[config.mk]
export PLATFORM = sky130hd
export DESIGN_NAME = tmc_mod
export DESIGN_NICKNAME = d
export VERILOG_FILES = /design/src/rtl/tmc_pkg.sv /design/src/rtl/tmc_mod.sv
export SDC_FILE = /design/constraint.sdc
export NUM_CORES = 1
export LEC_CHECK = 0
export CAP_MARGIN = 20
export CORE_MARGIN = 2
export CORE_UTILIZATION = 41
export DETAILED_ROUTE_END_ITERATION = 10
export DONT_BUFFER_PORTS = 1
export HOLD_SLACK_MARGIN = 0.15
export SETUP_SLACK_MARGIN = 0.4
export SYNTH_ARGS = -nofsm -noshare
export SYNTH_HDL_FRONTEND = slang
export SYNTH_SLANG_ARGS = --single-unit
[constraint.sdc]
create_clock -name clk -period 5.8 [get_ports clk]
set_input_delay 0.87 -clock clk [delete_from_list [all_inputs] [get_ports clk]]
set_output_delay 0.87 -clock clk [all_outputs]
set_load 0.01 [all_outputs]
[src/rtl/tmc_pkg.sv]
// Shared types and constants for the text-mode console writer.
`default_nettype none

package tmc_pkg;

  localparam int MAX_COLUMNS_DEF = 128;
  localparam int MAX_ROWS_DEF    = 32;

  localparam int COLS_W     = 8;
  localparam int ROWS_W     = 6;
  localparam int CFG_DATA_W = 8;
  localparam int CFG_ADDR_W = 1;
  localparam int IN_W       = 40;
  localparam int OUT_W      = 32;
  localparam int CELL_W     = 16;

  localparam logic [COLS_W-1:0] RESET_COLUMNS = 8'd80;
  localparam logic [ROWS_W-1:0] RESET_ROWS    = 6'd25;
  localparam logic [7:0]        RESET_ATTR    = 8'h0F;
  localparam logic [7:0]        NEWLINE_CHAR  = 8'h0A;
  localparam logic [7:0]        SPACE_CHAR    = 8'h20;

  typedef enum logic [CFG_ADDR_W-1:0] {
    REG_COLUMNS = 1'b0,
    REG_ROWS    = 1'b1
  } cfg_reg_t;

  typedef enum logic [2:0] {
    OP_WRITE_CHAR = 3'd0,
    OP_MOVE_TO    = 3'd1,
    OP_CLEAR      = 3'd2,
    OP_SET_ATTR   = 3'd3,
    OP_READ_CELL  = 3'd4
  } op_t;

  // remainder unit sizes
  localparam int MOD_DVD_W = 9;
  localparam int MOD_DVS_W = 8;
  localparam int MOD_CNT_W = $clog2(MOD_DVD_W);

  typedef struct packed {
    logic                 start;
    logic [MOD_DVD_W-1:0] dividend;
    logic [MOD_DVS_W-1:0] divisor;
  } mod_req_t;

  typedef struct packed {
    logic                 done;
    logic [MOD_DVS_W-1:0] rem;
  } mod_rsp_t;

endpackage

`default_nettype wire

[src/rtl/tmc_mod.sv]
// Bit-serial restoring remainder unit, one dividend bit per cycle.
`default_nettype none

module tmc_mod (
  input  wire logic              clk,
  input  wire logic              rst_n,
  input  wire tmc_pkg::mod_req_t req,
  output tmc_pkg::mod_rsp_t      rsp
);

  import tmc_pkg::*;

  logic                 busy_r, busy_nxt;
  logic                 done_r, done_nxt;
  logic [MOD_CNT_W-1:0] cnt_r, cnt_nxt;
  logic [MOD_DVS_W-1:0] rem_r, rem_nxt;
  logic [MOD_DVD_W-1:0] dvd_r, dvd_nxt;
  logic [MOD_DVS_W-1:0] dvs_r, dvs_nxt;
  logic [MOD_DVS_W:0]   trial;
  logic [MOD_DVS_W:0]   diff;

  assign trial = {rem_r, dvd_r[MOD_DVD_W-1]};
  assign diff  = trial - {1'b0, dvs_r};

  always_comb begin
    busy_nxt = busy_r;
    done_nxt = 1'b0;
    cnt_nxt  = cnt_r;
    rem_nxt  = rem_r;
    dvd_nxt  = dvd_r;
    dvs_nxt  = dvs_r;
    if (req.start) begin
      busy_nxt = 1'b1;
      cnt_nxt  = '0;
      rem_nxt  = '0;
      dvd_nxt  = req.dividend;
      dvs_nxt  = req.divisor;
    end else if (busy_r) begin
      if (trial >= {1'b0, dvs_r}) begin
        rem_nxt = diff[MOD_DVS_W-1:0];
      end else begin
        rem_nxt = trial[MOD_DVS_W-1:0];
      end
      dvd_nxt = {dvd_r[MOD_DVD_W-2:0], 1'b0};
      cnt_nxt = cnt_r + MOD_CNT_W'(1);
      if (cnt_r == MOD_CNT_W'(MOD_DVD_W - 1)) begin
        busy_nxt = 1'b0;
        done_nxt = 1'b1;
      end
    end
  end

  always_ff @(posedge clk) begin
    if (!rst_n) begin
      busy_r <= 1'b0;
      done_r <= 1'b0;
    end else begin
      busy_r <= busy_nxt;
      done_r <= done_nxt;
    end
    cnt_r <= cnt_nxt;
    rem_r <= rem_nxt;
    dvd_r <= dvd_nxt;
    dvs_r <= dvs_nxt;
  end

  assign rsp.done = done_r;
  assign rsp.rem  = rem_r;

endmodule

`default_nettype wire

==> impl_metrics.ini <==
[outcome]
status = completed

[setup_path]
path_buf_inv = 0
start_kind = flip-flop
crit_type = reg -> reg
cp-end-kind = flip-flop
cp_max_fo = 10
crit_slowest_cell = dfxtp_1
crit_chain = ha_1 > nor2b_4 > o31ai_4 > a21oi_2 > or2_1 > a221o_1
cp_top_family = compound AO/OA/AOI/OAI gates
crit_required_ps = 5970
cp_data_arrival_time_ps = 2370
cp_slowest_stage_delay_ps = 470

[cells_and_area]
layout-drive-gt1-share = 0.125
final_cells = 210
areaGrowthSynthToFinish_pct = 6.10
regArea_um2 = 791
utilization = 0.450
diodes = 0
nFillCells = 387
nets = 190
layout_common_cells = nand2_1, edfxtp_1, inv_1
final_common_cell = nand2_1
multi_input_area_um2 = 796

[floorplanning]
die_height_um = 68.1
dieArea_mm2 = 0.00463
fp.dieW_um = 68.1
start_util = 0.424
io_pins = 29
core_mm2 = 0.00397
num_rows = 23

[synthesis]
synth_edf_count = 17
synth_cells = 159
yosys_warnings = 0
ys_seq_elements = 31
async_flop_share = 0
yosysSeqAreaShare = 0.470
yosysTopAreaCellShare = 0.303
synth_area_leaders = edfxtp_1, dfxtp_1, ha_1, mux2_2, nand2_1
synth_fp_nets = 190
syn_area_mm2 = 0.00168
avgSynthCellArea_um2 = 10.6
synth_ff_type = edfxtp_1
synth.largest_area_cell = edfxtp_1
yosysUniqueCellTypes = 47

[place]
dp_cells = 202
numPortBuffers = 0
dp_hpwl_um = 2270
place_ws_ps = 3610
place.gp.congestion = 0.918

[timing]
fmax_ghz = 0.454
maxSlewHeadroom = 0.437
fin_crit_ps = 2200
setup_ws_ps = 3600
rsz0062_at_grt = no
worst_pin_slew_ps = 843
whs_ps = 508
tns_ps = 0
period_share = 0.379
setup_viol = 0
finClkSkew_ps = 9.42
finalHoldViolations = 0
slew_viol_final = 0

[global_routing]
grt_pass1_vias = 1058
antenna_found_initial = 0
grt-ovfl-total = 0
grt_util_all_layers = 0.152
grt_pass1_wl_um = 5030
grt_max_degree = 26

[clock_network]
numCtsBuffers = 5
clk_pin_slew_worst_paths_ps = 60
cts_hold_buf = 0
cts_htree_levels = 2
ctsResizeCount = 0
tritoncts = built
cts-root-buf = clkbuf_8
clkLatencyLatePin_ps = 280
clk_path_buf_depth = 2
postCtsSetupBuffers = 0
clock_sinks = 31

[power_and_ir_drop]
power_leakage_uw = 0.000695
vdd_drop_max_uv = 146
p_per_area_mw_per_mm2 = 265

[routing]
drt_iter0_markers = 46
via_count = 1111
wire_per_inst_um = 14.3
first_pass_iters = 4
drcViolationCount = 0
vias_per_cell = 5.29
antenna_left = 0
wl_um = 3010

[job]
maxCapViolCount = 0

[hold_path]
hold_class = reg -> reg
[sequential cells by signal, indices dropped and copies added, names as in the netlist]
register / cells
busy_r: 1
cnt_r: 4
done_r: 1
dvd_r: 9
dvs_r: 8
rem_r: 8
[area by class of cell]
type,count,share of cell area
Sequential cell,31,0.443
Clock inverter,2,0.00420
Clock buffer,6,0.0406
Inverter,15,0.0315
Tap cell,50,0.0350
Multi-Input combinational cell,106,0.446
[final timing paths]
path	from	end	slack, ps	depth (start not counted)
hold reg to reg	cnt_r[3]	done_r	510	2
setup reg to reg	rem_r[0]	rem_r[2]	3600	6
setup / recovery	rem_r[0]	rem_r[2]	3600	6
hold / removal	cnt_r[3]	done_r	510	2
[kinds of logic (layout without fill, tap and decap cells)]
group,after synthesis,count (layout),synth area share
and+or+nand+nor,48,48,0.146
xor gates and xnor gates,4,4,0.0208
AOI/OAI and AO/OA,32,32,0.149
buffers and inverters,22,23,0.0572
DFF,31,31,0.470
adders and majority gates,11,11,0.0862
muxes,11,11,0.0714
[stage by stage]
stage	total power (uW)	cell area (um2)
after floorplan	311	1680
after CTS	477	1790
final	473	1790
after global placement	321	1710
after global routing	495	1790
after detailed placement	322	1710
[synthesized netlist by cell type (all sizes together), types with 4 or more instances]
cell,count
nand2,18
edfxtp,17
inv,15
dfxtp,14
nor2,11
ha,10
mux2,8
o21ai,7
o211ai,6
a21oi,5
buf,4
[power breakdown]
part	internal, uW	switching [uW]
clock	81.5	74.4
combinational	27.7	32.2
sequential	248	8.84
[metal layers]
| layer | vias to the layer above | GRT usage | share of wire |
|---|---|---|---|
| li1 | 567 | - | - |
| met1 | 515 | 0.190 | 0.48 |
| met2 | 27 | 0.221 | 0.45 |
| met3 | 2 | 0.0757 | 0.061 |
| met4 | 0 | 0.0675 | 0.010 |
| met5 | - | 0 | 0 |
[worst min-delay path, stage by stage, from the launching register on]
cell	delay (ps)
dfxtp_1	320
nand3b_1	100
nor2_1	50
Power figures use the tool's default switching activity.
